### src/design/tlc_pkg.sv
// Shared types, sizes and codes for the three-level cache lookup core.
// Used by tlc_stats, three_level_cache_lookup_lfu_core and the testbench.
`default_nettype none
package tlc_pkg;

	localparam int L1_LINES  = 8;
	localparam int L2_LINES  = 16;
	localparam int L3_LINES  = 32;
	localparam int ADDR_BITS = 10;
	localparam int USE_BITS  = 16;
	localparam int COST_BITS = 18;
	localparam int CNT_BITS  = 32;
	localparam int L1_AW     = $clog2(L1_LINES);
	localparam int L2_AW     = $clog2(L2_LINES);
	localparam int L3_AW     = $clog2(L3_LINES);
	localparam int IDX_W     = L3_AW;

	// hit level codes
	localparam logic [1:0] LVL_L1  = 2'd0;
	localparam logic [1:0] LVL_L2  = 2'd1;
	localparam logic [1:0] LVL_L3  = 2'd2;
	localparam logic [1:0] LVL_MEM = 2'd3;

	// register indexes
	localparam logic [2:0] REG_LFU   = 3'd0;
	localparam logic [2:0] REG_COST1 = 3'd1;
	localparam logic [2:0] REG_COST2 = 3'd2;
	localparam logic [2:0] REG_COST3 = 3'd3;
	localparam logic [2:0] REG_COSTM = 3'd4;

	// one stored line, valid bit kept apart in flops
	typedef struct packed {
		logic [ADDR_BITS-1:0] tag;
		logic                 dirty;
		logic [USE_BITS-1:0]  uses;
	} line_t;

	localparam int LINE_W = $bits(line_t);

	// finished item handed to the statistics unit
	typedef struct packed {
		logic                 en;
		logic [1:0]           level;
		logic [COST_BITS-1:0] cost;
		logic                 wb_valid;
		logic [ADDR_BITS-1:0] wb_block;
	} commit_t;

endpackage
`default_nettype wire

### src/design/three_level_cache_lookup_lfu_core.sv
// Three-level fully associative cache lookup with LFU victims (line 0 when LFU is off): sequencer top level.
// Depends on tlc_pkg, tlc_ram, tlc_stats.
// Each level searched takes one RAM read per line, then a drain step and a decide step.
// Throughput: one item at a time; busy stays high until the item commits.
// Reset: arst_n clears valid bits, counters, total cost and registers to reset values.
// Results cannot be stalled: done marks each item for one cycle.
`default_nettype none
module three_level_cache_lookup_lfu_core (
	input  wire logic                               clk,
	input  wire logic                               arst_n,
	input  wire logic                               start,
	output logic                                    busy,
	input  wire logic [tlc_pkg::ADDR_BITS-1:0]      block_address,
	input  wire logic                               write_access,
	output logic                                    done,
	output logic [1:0]                              hit_level,
	output logic [tlc_pkg::COST_BITS-1:0]           access_cost,
	output logic                                    writeback_valid,
	output logic [tlc_pkg::ADDR_BITS-1:0]           writeback_block,
	output logic [tlc_pkg::CNT_BITS-1:0]            total_cost,
	output logic [tlc_pkg::CNT_BITS-1:0]            level_one_hits,
	output logic [tlc_pkg::CNT_BITS-1:0]            level_two_hits,
	output logic [tlc_pkg::CNT_BITS-1:0]            level_three_hits,
	output logic [tlc_pkg::CNT_BITS-1:0]            memory_accesses,
	input  wire logic                               psel,
	input  wire logic                               penable,
	input  wire logic                               pwrite,
	input  wire logic [4:0]                         paddr,
	input  wire logic [31:0]                        pwdata,
	output logic [31:0]                             prdata,
	output logic                                    pready
);

	localparam logic [2:0] ST_IDLE   = 3'd0;
	localparam logic [2:0] ST_SCAN   = 3'd1;
	localparam logic [2:0] ST_DRAIN  = 3'd2;
	localparam logic [2:0] ST_DECIDE = 3'd3;
	localparam logic [2:0] ST_FILL   = 3'd4;

	localparam int IW = tlc_pkg::IDX_W;

	// configuration registers
	logic        lfu_q;
	logic [15:0] c1_q, c2_q, c3_q, cm_q;
	logic [2:0]  reg_idx;
	logic        cfg_wr;

	assign pready  = 1'b1;
	assign reg_idx = paddr[4:2];
	assign cfg_wr  = psel && penable && pwrite;

	always_ff @(posedge clk or negedge arst_n) begin
		if (!arst_n) begin
			lfu_q <= 1'b1;
			c1_q  <= 16'd1;
			c2_q  <= 16'd10;
			c3_q  <= 16'd100;
			cm_q  <= 16'd1000;
		end else if (cfg_wr) begin
			unique case (reg_idx)
				tlc_pkg::REG_LFU:   lfu_q <= pwdata[0];
				tlc_pkg::REG_COST1: c1_q  <= pwdata[15:0];
				tlc_pkg::REG_COST2: c2_q  <= pwdata[15:0];
				tlc_pkg::REG_COST3: c3_q  <= pwdata[15:0];
				tlc_pkg::REG_COSTM: cm_q  <= pwdata[15:0];
				default: ;
			endcase
		end
	end

	always_comb begin
		unique case (reg_idx)
			tlc_pkg::REG_LFU:   prdata = {31'd0, lfu_q};
			tlc_pkg::REG_COST1: prdata = {16'd0, c1_q};
			tlc_pkg::REG_COST2: prdata = {16'd0, c2_q};
			tlc_pkg::REG_COST3: prdata = {16'd0, c3_q};
			tlc_pkg::REG_COSTM: prdata = {16'd0, cm_q};
			default:            prdata = 32'd0;
		endcase
	end

	// sequencer state
	logic [2:0]                      state_q;
	logic [1:0]                      lvl_q;
	logic [IW-1:0]                   idx_q;
	logic [tlc_pkg::ADDR_BITS-1:0]   addr_q;
	logic                            wr_q;
	logic [tlc_pkg::COST_BITS-1:0]   cost_q;
	logic                            rd_vld_s1;
	logic [IW-1:0]                   rd_idx_s1;
	logic                            hit_q;
	logic [IW-1:0]                   hit_idx_q;
	tlc_pkg::line_t                  hit_line_q;
	logic [IW-1:0]                   min_idx_q;
	tlc_pkg::line_t                  min_line_q;
	tlc_pkg::line_t                  zero_line_q;
	logic [IW-1:0]                   vic_idx_q [3];
	tlc_pkg::line_t                  vic_line_q [3];
	logic [2:0]                      vic_vd_q;

	// valid bits
	logic [tlc_pkg::L1_LINES-1:0] v1_q;
	logic [tlc_pkg::L2_LINES-1:0] v2_q;
	logic [tlc_pkg::L3_LINES-1:0] v3_q;

	// RAM ports
	logic [tlc_pkg::LINE_W-1:0] rd1, rd2, rd3;
	logic                       we1, we2, we3;
	logic [tlc_pkg::L1_AW-1:0]  wa1;
	logic [tlc_pkg::L2_AW-1:0]  wa2;
	logic [tlc_pkg::L3_AW-1:0]  wa3;
	tlc_pkg::line_t             wd1, wd2, wd3;
	logic                       rd_en;

	assign rd_en = (state_q == ST_SCAN);

	tlc_ram #(.DEPTH(tlc_pkg::L1_LINES), .WIDTH(tlc_pkg::LINE_W)) u_ram1 (
		.clk(clk), .we(we1), .waddr(wa1), .wdata(wd1),
		.re(rd_en && lvl_q == tlc_pkg::LVL_L1), .raddr(idx_q[tlc_pkg::L1_AW-1:0]),
		.rdata(rd1));
	tlc_ram #(.DEPTH(tlc_pkg::L2_LINES), .WIDTH(tlc_pkg::LINE_W)) u_ram2 (
		.clk(clk), .we(we2), .waddr(wa2), .wdata(wd2),
		.re(rd_en && lvl_q == tlc_pkg::LVL_L2), .raddr(idx_q[tlc_pkg::L2_AW-1:0]),
		.rdata(rd2));
	tlc_ram #(.DEPTH(tlc_pkg::L3_LINES), .WIDTH(tlc_pkg::LINE_W)) u_ram3 (
		.clk(clk), .we(we3), .waddr(wa3), .wdata(wd3),
		.re(rd_en && lvl_q == tlc_pkg::LVL_L3), .raddr(idx_q[tlc_pkg::L3_AW-1:0]),
		.rdata(rd3));

	// current level view: read data, valid vector, last index
	tlc_pkg::line_t          cur_line;
	logic [(1<<IW)-1:0]      cur_valid;
	logic [IW-1:0]           last_idx;

	always_comb begin
		cur_valid = '0;
		unique case (lvl_q)
			tlc_pkg::LVL_L1: begin
				cur_line = rd1;
				cur_valid[tlc_pkg::L1_LINES-1:0] = v1_q;
				last_idx = IW'(tlc_pkg::L1_LINES - 1);
			end
			tlc_pkg::LVL_L2: begin
				cur_line = rd2;
				cur_valid[tlc_pkg::L2_LINES-1:0] = v2_q;
				last_idx = IW'(tlc_pkg::L2_LINES - 1);
			end
			default: begin
				cur_line = rd3;
				cur_valid[tlc_pkg::L3_LINES-1:0] = v3_q;
				last_idx = IW'(tlc_pkg::L3_LINES - 1);
			end
		endcase
	end

	// first invalid line of the current level
	logic          any_inv;
	logic [IW-1:0] first_inv;

	always_comb begin
		any_inv   = 1'b0;
		first_inv = '0;
		for (int i = (1 << IW) - 1; i >= 0; i--) begin
			if (IW'(i) <= last_idx && !cur_valid[i]) begin
				any_inv   = 1'b1;
				first_inv = IW'(i);
			end
		end
	end

	// victim of the current level
	logic [IW-1:0]  vic_idx;
	tlc_pkg::line_t vic_line;
	logic           vic_vd;

	always_comb begin
		priority if (any_inv) begin
			vic_idx  = first_inv;
			vic_line = zero_line_q;
			vic_vd   = 1'b0;
		end else if (lfu_q) begin
			vic_idx  = min_idx_q;
			vic_line = min_line_q;
			vic_vd   = min_line_q.dirty;
		end else begin
			vic_idx  = '0;
			vic_line = zero_line_q;
			vic_vd   = zero_line_q.dirty;
		end
	end

	// touched copy of the hit line
	tlc_pkg::line_t hit_upd;

	always_comb begin
		hit_upd       = hit_line_q;
		hit_upd.dirty = hit_line_q.dirty | wr_q;
		if (hit_line_q.uses != '1) begin
			hit_upd.uses = hit_line_q.uses + 1'b1;
		end
	end

	logic hit_wr;
	logic mv1, mv2;

	assign hit_wr = (state_q == ST_DECIDE) && hit_q;
	assign mv1    = vic_vd_q[0];
	assign mv2    = vic_vd_q[0] && vic_vd_q[1];

	// RAM write port selection: hit touch or fill cascade
	always_comb begin
		we1 = 1'b0; we2 = 1'b0; we3 = 1'b0;
		wa1 = hit_idx_q[tlc_pkg::L1_AW-1:0];
		wa2 = hit_idx_q[tlc_pkg::L2_AW-1:0];
		wa3 = hit_idx_q[tlc_pkg::L3_AW-1:0];
		wd1 = hit_upd; wd2 = hit_upd; wd3 = hit_upd;
		if (hit_wr) begin
			we1 = (lvl_q == tlc_pkg::LVL_L1);
			we2 = (lvl_q == tlc_pkg::LVL_L2);
			we3 = (lvl_q == tlc_pkg::LVL_L3);
		end else if (state_q == ST_FILL) begin
			we1 = 1'b1;
			wa1 = vic_idx_q[0][tlc_pkg::L1_AW-1:0];
			wd1 = '{tag: addr_q, dirty: wr_q, uses: tlc_pkg::USE_BITS'(1)};
			we2 = mv1;
			wa2 = vic_idx_q[1][tlc_pkg::L2_AW-1:0];
			wd2 = vic_line_q[0];
			we3 = mv2;
			wa3 = vic_idx_q[2][tlc_pkg::L3_AW-1:0];
			wd3 = vic_line_q[1];
		end
	end

	// commit to statistics
	tlc_pkg::commit_t commit;

	always_comb begin
		commit          = '0;
		commit.cost     = cost_q;
		commit.wb_block = vic_line_q[2].tag;
		if (hit_wr) begin
			commit.en    = 1'b1;
			commit.level = lvl_q;
		end else if (state_q == ST_FILL) begin
			commit.en       = 1'b1;
			commit.level    = tlc_pkg::LVL_MEM;
			commit.wb_valid = mv2 && vic_vd_q[2];
		end
	end

	// next-level cost term
	logic [15:0] next_cost;

	always_comb begin
		unique case (lvl_q)
			tlc_pkg::LVL_L1: next_cost = c2_q;
			tlc_pkg::LVL_L2: next_cost = c3_q;
			default:         next_cost = cm_q;
		endcase
	end

	// control: state, level, index, valid bits
	always_ff @(posedge clk or negedge arst_n) begin
		if (!arst_n) begin
			state_q   <= ST_IDLE;
			lvl_q     <= tlc_pkg::LVL_L1;
			idx_q     <= '0;
			rd_vld_s1 <= 1'b0;
			hit_q     <= 1'b0;
			v1_q      <= '0;
			v2_q      <= '0;
			v3_q      <= '0;
		end else begin
			rd_vld_s1 <= rd_en;
			if (rd_vld_s1 && cur_valid[rd_idx_s1] && cur_line.tag == addr_q) begin
				hit_q <= 1'b1;
			end
			unique case (state_q)
				ST_IDLE: begin
					if (start) begin
						state_q <= ST_SCAN;
						lvl_q   <= tlc_pkg::LVL_L1;
						idx_q   <= '0;
						hit_q   <= 1'b0;
					end
				end
				ST_SCAN: begin
					idx_q <= idx_q + 1'b1;
					if (idx_q == last_idx) begin
						state_q <= ST_DRAIN;
					end
				end
				ST_DRAIN: state_q <= ST_DECIDE;
				ST_DECIDE: begin
					priority if (hit_q) begin
						state_q <= ST_IDLE;
					end else if (lvl_q == tlc_pkg::LVL_L3) begin
						state_q <= ST_FILL;
					end else begin
						state_q <= ST_SCAN;
						lvl_q   <= lvl_q + 1'b1;
						idx_q   <= '0;
					end
				end
				ST_FILL: begin
					state_q <= ST_IDLE;
					v1_q[vic_idx_q[0][tlc_pkg::L1_AW-1:0]] <= 1'b1;
					if (mv1) begin
						v2_q[vic_idx_q[1][tlc_pkg::L2_AW-1:0]] <= 1'b1;
					end
					if (mv2) begin
						v3_q[vic_idx_q[2][tlc_pkg::L3_AW-1:0]] <= 1'b1;
					end
				end
				default: state_q <= ST_IDLE;
			endcase
		end
	end

	// scan datapath: item, cost, hit and least-used tracking, victims
	always_ff @(posedge clk) begin
		rd_idx_s1 <= idx_q;
		if (state_q == ST_IDLE && start) begin
			addr_q <= block_address;
			wr_q   <= write_access;
			cost_q <= tlc_pkg::COST_BITS'(c1_q);
		end
		if (rd_vld_s1) begin
			if (!hit_q && cur_valid[rd_idx_s1] && cur_line.tag == addr_q) begin
				hit_idx_q  <= rd_idx_s1;
				hit_line_q <= cur_line;
			end
			if (rd_idx_s1 == '0) begin
				zero_line_q <= cur_line;
				min_idx_q   <= '0;
				min_line_q  <= cur_line;
			end else if (cur_line.uses < min_line_q.uses) begin
				min_idx_q  <= rd_idx_s1;
				min_line_q <= cur_line;
			end
		end
		if (state_q == ST_DECIDE && !hit_q) begin
			vic_idx_q[lvl_q]  <= vic_idx;
			vic_line_q[lvl_q] <= vic_line;
			vic_vd_q[lvl_q]   <= vic_vd;
			cost_q <= cost_q + tlc_pkg::COST_BITS'(next_cost);
		end
	end

	assign busy = (state_q != ST_IDLE);

	tlc_stats u_stats (
		.clk(clk), .arst_n(arst_n), .commit(commit),
		.done(done), .hit_level(hit_level), .access_cost(access_cost),
		.writeback_valid(writeback_valid), .writeback_block(writeback_block),
		.total_cost(total_cost), .level_one_hits(level_one_hits),
		.level_two_hits(level_two_hits), .level_three_hits(level_three_hits),
		.memory_accesses(memory_accesses));

	a_accept_busy: assert property (@(posedge clk) disable iff (!arst_n)
		start && !busy |=> busy)
		else $error("accepted item did not raise busy");
	a_fill_ends: assert property (@(posedge clk) disable iff (!arst_n)
		state_q == ST_FILL |=> state_q == ST_IDLE)
		else $error("fill did not end the item");
	a_fill_l3: assert property (@(posedge clk) disable iff (!arst_n)
		state_q == ST_FILL |-> lvl_q == tlc_pkg::LVL_L3 && !hit_q)
		else $error("fill without a full miss");

endmodule
`default_nettype wire

### src/design/tlc_ram.sv
// Generic single-port-write, single-port-read RAM with registered read data.
// No dependencies.
`default_nettype none
module tlc_ram #(
	parameter int DEPTH = 8,
	parameter int WIDTH = 8,
	parameter int AW = $clog2(DEPTH)
) (
	input  wire logic             clk,
	input  wire logic             we,
	input  wire logic [AW-1:0]    waddr,
	input  wire logic [WIDTH-1:0] wdata,
	input  wire logic             re,
	input  wire logic [AW-1:0]    raddr,
	output logic      [WIDTH-1:0] rdata
);

	logic [WIDTH-1:0] mem [DEPTH];

	always_ff @(posedge clk) begin
		if (we) begin
			mem[waddr] <= wdata;
		end
		if (re) begin
			rdata <= mem[raddr];
		end
	end

endmodule
`default_nettype wire

### src/design/tlc_stats.sv
// Result register and saturating hit counters / running cost for the cache core.
// Depends on tlc_pkg.
`default_nettype none
module tlc_stats (
	input  wire logic                               clk,
	input  wire logic                               arst_n,
	input  wire tlc_pkg::commit_t                   commit,
	output logic                                    done,
	output logic [1:0]                              hit_level,
	output logic [tlc_pkg::COST_BITS-1:0]           access_cost,
	output logic                                    writeback_valid,
	output logic [tlc_pkg::ADDR_BITS-1:0]           writeback_block,
	output logic [tlc_pkg::CNT_BITS-1:0]            total_cost,
	output logic [tlc_pkg::CNT_BITS-1:0]            level_one_hits,
	output logic [tlc_pkg::CNT_BITS-1:0]            level_two_hits,
	output logic [tlc_pkg::CNT_BITS-1:0]            level_three_hits,
	output logic [tlc_pkg::CNT_BITS-1:0]            memory_accesses
);

	logic [tlc_pkg::CNT_BITS-1:0] cnt_q [4];
	logic [tlc_pkg::CNT_BITS-1:0] sum_q;
	logic [tlc_pkg::CNT_BITS:0]   sum_wide;
	logic                         done_q;
	logic [1:0]                   lvl_q;
	logic [tlc_pkg::COST_BITS-1:0] cost_q;
	logic                         wbv_q;
	logic [tlc_pkg::ADDR_BITS-1:0] wbb_q;

	assign sum_wide = {1'b0, sum_q} + {{(tlc_pkg::CNT_BITS + 1 - tlc_pkg::COST_BITS){1'b0}},
		commit.cost};

	// counters and total, saturating
	always_ff @(posedge clk or negedge arst_n) begin
		if (!arst_n) begin
			done_q <= 1'b0;
			sum_q  <= '0;
			for (int i = 0; i < 4; i++) begin
				cnt_q[i] <= '0;
			end
		end else begin
			done_q <= commit.en;
			if (commit.en) begin
				sum_q <= sum_wide[tlc_pkg::CNT_BITS] ? '1 : sum_wide[tlc_pkg::CNT_BITS-1:0];
				if (cnt_q[commit.level] != '1) begin
					cnt_q[commit.level] <= cnt_q[commit.level] + 1'b1;
				end
			end
		end
	end

	// item payload
	always_ff @(posedge clk) begin
		if (commit.en) begin
			lvl_q  <= commit.level;
			cost_q <= commit.cost;
			wbv_q  <= commit.wb_valid;
			wbb_q  <= commit.wb_valid ? commit.wb_block : '0;
		end
	end

	assign done             = done_q;
	assign hit_level        = lvl_q;
	assign access_cost      = cost_q;
	assign writeback_valid  = wbv_q;
	assign writeback_block  = wbb_q;
	assign total_cost       = sum_q;
	assign level_one_hits   = cnt_q[0];
	assign level_two_hits   = cnt_q[1];
	assign level_three_hits = cnt_q[2];
	assign memory_accesses  = cnt_q[3];

	a_wb_only_mem: assert property (@(posedge clk) disable iff (!arst_n)
		done && writeback_valid |-> hit_level == tlc_pkg::LVL_MEM)
		else $error("write-back on a non-memory item");
	a_done_pulse: assert property (@(posedge clk) disable iff (!arst_n)
		done |=> !done)
		else $error("result strobe longer than one cycle");
	a_commit_done: assert property (@(posedge clk) disable iff (!arst_n)
		commit.en |=> done)
		else $error("committed item not reported");

endmodule
`default_nettype wire

### config.mk
export PLATFORM = sky130hd
export DESIGN_NAME = three_level_cache_lookup_lfu_core
export DESIGN_NICKNAME = d
export VERILOG_FILES = /design/src/design/tlc_pkg.sv /design/src/design/three_level_cache_lookup_lfu_core.sv /design/src/design/tlc_ram.sv /design/src/design/tlc_stats.sv
export SDC_FILE = /design/constraint.sdc
export NUM_CORES = 2
export LEC_CHECK = 0
export BUFFER_PORTS_ARGS = -buffer_cell sky130_fd_sc_hd__buf_2
export CORE_MARGIN = 1.5
export CORE_UTILIZATION = 58
export DETAILED_ROUTE_END_ITERATION = 7
export PLACE_DENSITY_LB_ADDON = 0.1
export SLEW_MARGIN = 20
export SYNTH_ARGS = -nofsm -noshare
export SYNTH_HDL_FRONTEND = slang
export SYNTH_HIERARCHICAL = 1
export SYNTH_SLANG_ARGS = --single-unit
export TNS_END_PERCENT = 20
### constraint.sdc
create_clock -name clk -period 7.9 [get_ports clk]
set_clock_uncertainty 0.1 [all_clocks]
set_input_delay 0.395 -clock clk [delete_from_list [all_inputs] [get_ports clk]]
set_output_delay 0.395 -clock clk [all_outputs]
set_load 0.01 [all_outputs]
Word-level counts from Yosys, hierarchy flattened
Memory sizes are Yosys's and may differ from the RTL's. A register that Yosys moved wholly into a read port is not among the register bits.
Index checks and enable logic that the tools add are counted.
{ "word_totals": {"n_memories": 5, "ff_bits": 443, "ram_bits": 1608, "out_inout_bits": 226, "in_bits": 54, "elab_cells": 372} }
{ "mem_list": {"columns": ["name", "depth", "word_bits", "read_ports", "rd_clocked_by_memory_dff", "write_ports", "line", "source"], "rows": [
  ["u_ram3.mem", 32, 27, 1, 1, 1, "tlc_ram.sv:18", "logic [WIDTH-1:0] mem [DEPTH];"],
  ["u_ram2.mem", 16, 27, 1, 1, 1, "tlc_ram.sv:18", null],
  ["u_ram1.mem", 8, 27, 1, 1, 1, "tlc_ram.sv:18", null],
  ["vic_line_q", 3, 27, 3, 1, 1, "three_level_cache_lookup_lfu_core.sv:98", "tlc_pkg::line_t vic_line_q [3];"],
  ["vic_idx_q", 3, 5, 3, 0, 1, "three_level_cache_lookup_lfu_core.sv:97", "logic [IW-1:0] vic_idx_q [3];"]
]} }
{ "classes": {"bitwise_logic": 5, "eq_ne": 18, "muxes": 147, "add_sub_neg": 6, "magnitude_cmp": 44, "reduce_logical": 109} }
{ "ops": {"columns": ["cell", "n"], "rows": [
  ["27-bit two-way mux", 10],
  ["5-bit two-way mux", 40],
  ["128-bit bitwise mux", 1],
  ["32-bit two-way mux", 4],
  ["5-bit less-or-equal comparator, first input constant", 16],
  ["16-bit case mux with 5 select lines", 1],
  ["32-bit binary-select mux with 2-bit select", 1],
  ["32-bit demux with 2-bit select", 1],
  ["1-bit two-way mux", 58],
  ["27-bit case mux with 2 select lines", 1],
  ["1-bit logical AND", 51],
  ["4-bit by 5-bit less-or-equal comparator with 1-bit output, first input constant", 8],
  ["18-bit two-way mux", 2],
  ["1-bit zero test", 34],
  ["32-bit by 18-bit adder with 33-bit output", 1],
  ["32-bit by 1-bit adder with 32-bit output, second input constant", 1],
  ["16-bit two-way mux", 2],
  ["32-bit != test, second input constant", 1],
  ["32-bit OR", 1],
  ["16-bit case mux with 2 select lines", 1],
  ["8-bit case mux with 2 select lines", 2],
  ["3-bit two-way mux", 8],
  ["2-bit AND reduction", 12],
  ["3-bit by 5-bit less-or-equal comparator with 1-bit output, first input constant", 4],
  ["other kinds (50)", 68]
]} }

Longest topological paths before layout
{ "logic_depth": {"word_depth": 39, "mapped_depth": 20, "depth_no_buf": 14} }

By module
Netlist, hierarchy kept.
{ "by_module_without_submodules": {"columns": ["module", "area_each_um2", "seq_area_each_um2", "instances", "cells_each"], "rows": [
  ["tlc_ram at u_ram3", 34491.8, 26755.7, 1, 1915],
  ["tlc_ram at u_ram2", 17164.0, 13783.2, 1, 710],
  ["three_level_cache_lookup_lfu_core", 16592.2, 9420.3, 1, 1459],
  ["tlc_ram at u_ram1", 9182.6, 7297.0, 1, 352],
  ["tlc_stats", 9047.4, 4959.8, 1, 784]
]} }

Worst setup path after synthesis
No wires, ideal clock.
{ "synth_path": {"path_type": "reg-to-reg", "from": "reg lvl_q[1]", "to": "mem u_ram2/mem[0][0] (netlist bit), enable pin", "stages_incl_launch_ff": 13, "arrival_time_ps": 4450, "path_slack_ps": 2905, "required_ps": 7355, "period_less_slack_ps": 4995, "setup_ps": 445, "path_buffers": 6, "path_cell_list": "dfrtp_1 inv_1 ha_1 buf_2 buf_6 buf_4 clkbuf_1 clkbuf_1 clkbuf_1 nand2_1 nand2_1 or3b_2 nor3_1"} }
{ "synth_via": {"elab_chain_cells": 4} }
{ "synth_rtl": {"columns": ["item", "line", "source"], "rows": [
  ["from (decl)", "three_level_cache_lookup_lfu_core.sv:84", "logic [1:0] lvl_q;"],
  ["from (signal assigned)", "three_level_cache_lookup_lfu_core.sv:266", "lvl_q <= tlc_pkg::LVL_L1;"],
  ["from (signal assigned)", "three_level_cache_lookup_lfu_core.sv:282", "lvl_q <= tlc_pkg::LVL_L1;"],
  ["from (signal assigned)", "three_level_cache_lookup_lfu_core.sv:301", "lvl_q <= lvl_q + 1'b1;"],
  ["2-bit by 1-bit == test with 1-bit output", "three_level_cache_lookup_lfu_core.sv:219", "we2 = (lvl_q == tlc_pkg::LVL_L2);"],
  ["1-bit two-way mux", "three_level_cache_lookup_lfu_core.sv:217", "if (hit_wr) begin"],
  ["named net we2", "three_level_cache_lookup_lfu_core.sv:108", "logic we1, we2, we3;"],
  ["1-bit two-way mux", "tlc_ram.sv:21", "if (we) begin"],
  ["1-bit two-way mux (not written as such)", "tlc_ram.sv:22", "mem[waddr] <= wdata;"],
  ["to (decl)", "tlc_ram.sv:18", null]
]} }
The timed path passes the listed nets, and every way through them passes these cells.

Worst setup path after layout
{ "layout_path": {"from": "reg lvl_q[0]", "to": "reg hit_line_q[2] (netlist bit), enable pin"} }
{ "layout_via": {"elab_chain_cells": 8, "word_cells_on_any_way": 13, "cone_classes": "eq/ne: 2; mux: 6; reduce/logical: 5"} }
{ "layout_rtl": {"columns": ["item", "line", "source"], "rows": [
  ["2-bit by 1-bit == test with 1-bit output or 2-bit zero test (tied branches)", "three_level_cache_lookup_lfu_core.sv:137", "unique case (lvl_q)"],
  ["2-bit OR reduction (no source line)", null, null],
  ["16-bit two-way mux", "three_level_cache_lookup_lfu_core.sv:137", null],
  ["1-bit binary-select mux with 5-bit select", "three_level_cache_lookup_lfu_core.sv:329", "if (!hit_q && cur_valid[rd_idx_s1] && cur_line.tag == addr_q) begin"],
  ["1-bit two-way mux (not written as such)", "three_level_cache_lookup_lfu_core.sv:329", null],
  ["1-bit logical AND", "three_level_cache_lookup_lfu_core.sv:329", null],
  ["1-bit logical AND *", "three_level_cache_lookup_lfu_core.sv:329", null],
  ["2-bit AND reduction (no source line) *", null, null],
  ["to (signal assigned)", "three_level_cache_lookup_lfu_core.sv:331", "hit_line_q <= cur_line;"],
  ["to (decl)", "three_level_cache_lookup_lfu_core.sv:93", "tlc_pkg::line_t hit_line_q;"]
]} }
Mark *: on every way between the ends. The rest lies on a longest branch, timed or not. The select of a mux whose other input is x is not followed.
A chain may end at the register's enable or synchronous reset.

==> results.txt <==
status: complete, no violations
vias in the first global route: 46800
initial antenna violation count: 1
Synth Area per Inst: 16.6 sq um
DIE WIDTH: 389 um
Slew headroom: 23.4%
grt total ovfl: 0
sequential share of the synthesized area: 71.9%
post-synthesis async set-or-reset flop share: 13.9%
Post-Synthesis Cell Area: 0.0865 sq mm
residual DRC count: 0
final worst path period need: 5.39 ns
pre-CTS setup slack: 2.53 ns
cell count of the worst reg-to-reg path: 10
Core Util, Final: 65.7%
pin count of the biggest net entering global routing: 167
FMAX: 0.185 GHz
#FFs+latches synth: 2122
Hold Violations, Final: 0
RePlAce Congestion: 0.885
top cells by area, synth: edfxtp_1 63%, dfrtp_1 8.1%, mux2i_1 5.1%
Worst Tran Pin Value: 1.15 ns
CP startpoint kind: flip-flop
maximum vdd drop: 0.440 mV
max-slew violation count: 0
Final period util: 68.3%
core area: 0.148 sq mm
top-level I/O count: 280
Synth cell types: 86
Root Driver: clkbuf_16
post-synth top area share: 63.3%
CTS max path bufs: 3
hold path start: penable
H-tree depth: 4
gr usage total: 26.3%
critical path data arrival time: 5.72 ns
number of flops mapped to enable cells by yosys: 1823
total power: 30.9 mW
DRT Pass-1 Iters: 5
worst flop-to-flop path startpoint: lvl_q[0]
PnR worst setup slack: 2.51 ns
RSZ-0062 raised after global routing: no
Hold Path End: lfu_q
RR Endpoint: hit_line_q[2]
post-DP HPWL: 115000 um
Fin Setup TNS: 0 ns
Setup crit end kind: flip-flop
clk sinks: 2122
Area Growth Syn to Fin: 12.4%
die area: 0.151 sq mm
first-pass GRT wire length: 298000 um
chip height: 389 um
max incr delay on CP: 0.88 ns
detailed-route wire length: 200000 um
top post-synthesis cells by count: 1823 x edfxtp_1, 458 x nand2_1, 439 x mux2i_1
initial DRC count: 4221
CTS buffer count: 210
Synth Warn #: 6
CTS tree: done
antenna-violating nets left: 0
Clock transition at path regs: 0.06 ns
hold path depth: 5
Cell Rows: 141
Leakage: 35.2 nW
share of layout cells above drive strength 1: 19.2%
R2R Setup Slk: 2.51 ns
worst-path maximum fanout: 36
Via-to-Cell Ratio: 6.22
Gate Count Post-Synth: 5220
min-delay worst type: in -> reg
PortBufs: 244
final setup vio count: 0
crit path cell chain: inv_1 > ha_2 > buf_4 > a22o_1 > a21oi_1 > mux4_2 > nor2b_1 > a2111oi_0 > o2111ai_1 > nor2_4
clk_lat worst skew: 0.83 ns
effective utilization at floorplan: 58.5%
prevailing post-synth register cell: edfxtp_1
detailed-route via count: 47500
nets: 5637
Power Dens Cells: 318 mW/mm^2
CP required: 8.23 ns
most frequent cell after synthesis: edfxtp_1
Setup Crit Path Kind: reg -> reg
Yosys top cell by area: edfxtp_1
Slowest-stage cell, CP: nor2_4
drt wl/cell: 26.1 um
maxcap violations: 0
routing by layer:
metal	GRT usage (%)	vias up	part of all wire, %
met2	42.0	1653	48
met4	6.77	0	2.2
met3	3.56	286	6.3
met1	38.6	24600	44
li1	-	21000	-
met5	0	-	0
sequential cells by signal (all words and copies together), names as in the netlist, 32 cells and up:
register                  flops
u_stats/memory_accesses      32
u_stats/level_three_hits     32
v3_q                         32
u_ram3/mem                  864
u_ram2/mem                  432
u_ram1/mem                  216
u_stats/total_cost           32
vic_line_q                   64
u_stats/level_two_hits       32
u_stats/level_one_hits       32
metrics by stage:
stage | hold slack, ns | cell area (sq um) | instances
floorplan | -0.000591 | 86500 | 5235
global route | 0.103 | 97200 | 7638
finish | 0.0964 | 97200 | 7638
global placement | 0.351 | 89800 | 7201
detailed placement | 0.356 | 89900 | 7203
CTS | 0.0431 | 96900 | 7626
worst max-delay path: cells and delay by family, from the launching register on:
kind	cells	cell delay, ns
compound gates	4	1.34
simple gates	2	1.02
fa+ha+maj	1	0.82
buf+inv	2	0.70
mux	1	0.52
flops	1	0.45
area by class of cell:
class	count	area, sq um
inverter	42	158
clock inverter	115	995
tap	1930	2410
timing repair buffer	366	2540
sequential	2122	62200
antenna	1	2.50
clock buffer	279	5740
fill	10200	50600
multi-input combinational	2783	23100
timing repair:
action                                 CTS  global route
endpoints found under the hold margin  205             0
buffers inserted                         0             0
gates resized for setup                  0             0
hold buffers                            29             0
setup endpoints to repair                0             0
power by group:
group | internal [mW] | total, mW | switching [mW]
Combinational | 3.06 | 7.71 | 4.65
Clock | 5.58 | 9.71 | 4.12
Sequential | 13.0 | 13.5 | 0.483
Total | 21.6 | 30.9 | 9.25
placed cells by master (no fill, tap or decap), drive strengths merged, types with 62 or more instances in the layout:
| master | n |
|---|---|
| a21oi | 228 |
| a22o | 62 |
| a22oi | 195 |
| buf | 337 |
| clkbuf | 279 |
| clkinv | 89 |
| dfrtp | 281 |
| edfxtp | 1823 |
| mux2 | 155 |
| mux2i | 439 |
| mux4 | 204 |
| nand2 | 458 |
| nand3 | 125 |
| nor2 | 220 |
| o21ai | 88 |
worst max path at each step:
stage	cells after the start	end	startpoint	slack, ns
global route	13	u_stats/level_one_hits[1]	state_q[0]	2.13
detailed placement	10	hit_line_q[1]	lvl_q[0]	2.53
CTS	13	u_stats/level_one_hits[1]	state_q[0]	2.49
finish	10	hit_line_q[2]	lvl_q[0]	2.51
floorplan	12	u_ram2/mem[0][0]	lvl_q[1]	2.91
global placement	10	hit_line_q[6]	lvl_q[0]	2.57
logic make-up after synthesis:
logic type | Yosys count | synth area share [%]
compound gates | 784 | 6.12
fa+ha+maj | 58 | 0.857
flops | 2122 | 71.9
mux | 798 | 12.7
other cells | 2 | 0.00868
buf+inv | 330 | 2.06
simple gates | 1047 | 5.55
xor+xnor | 79 | 0.800
(Power assumes the default switching activity.)
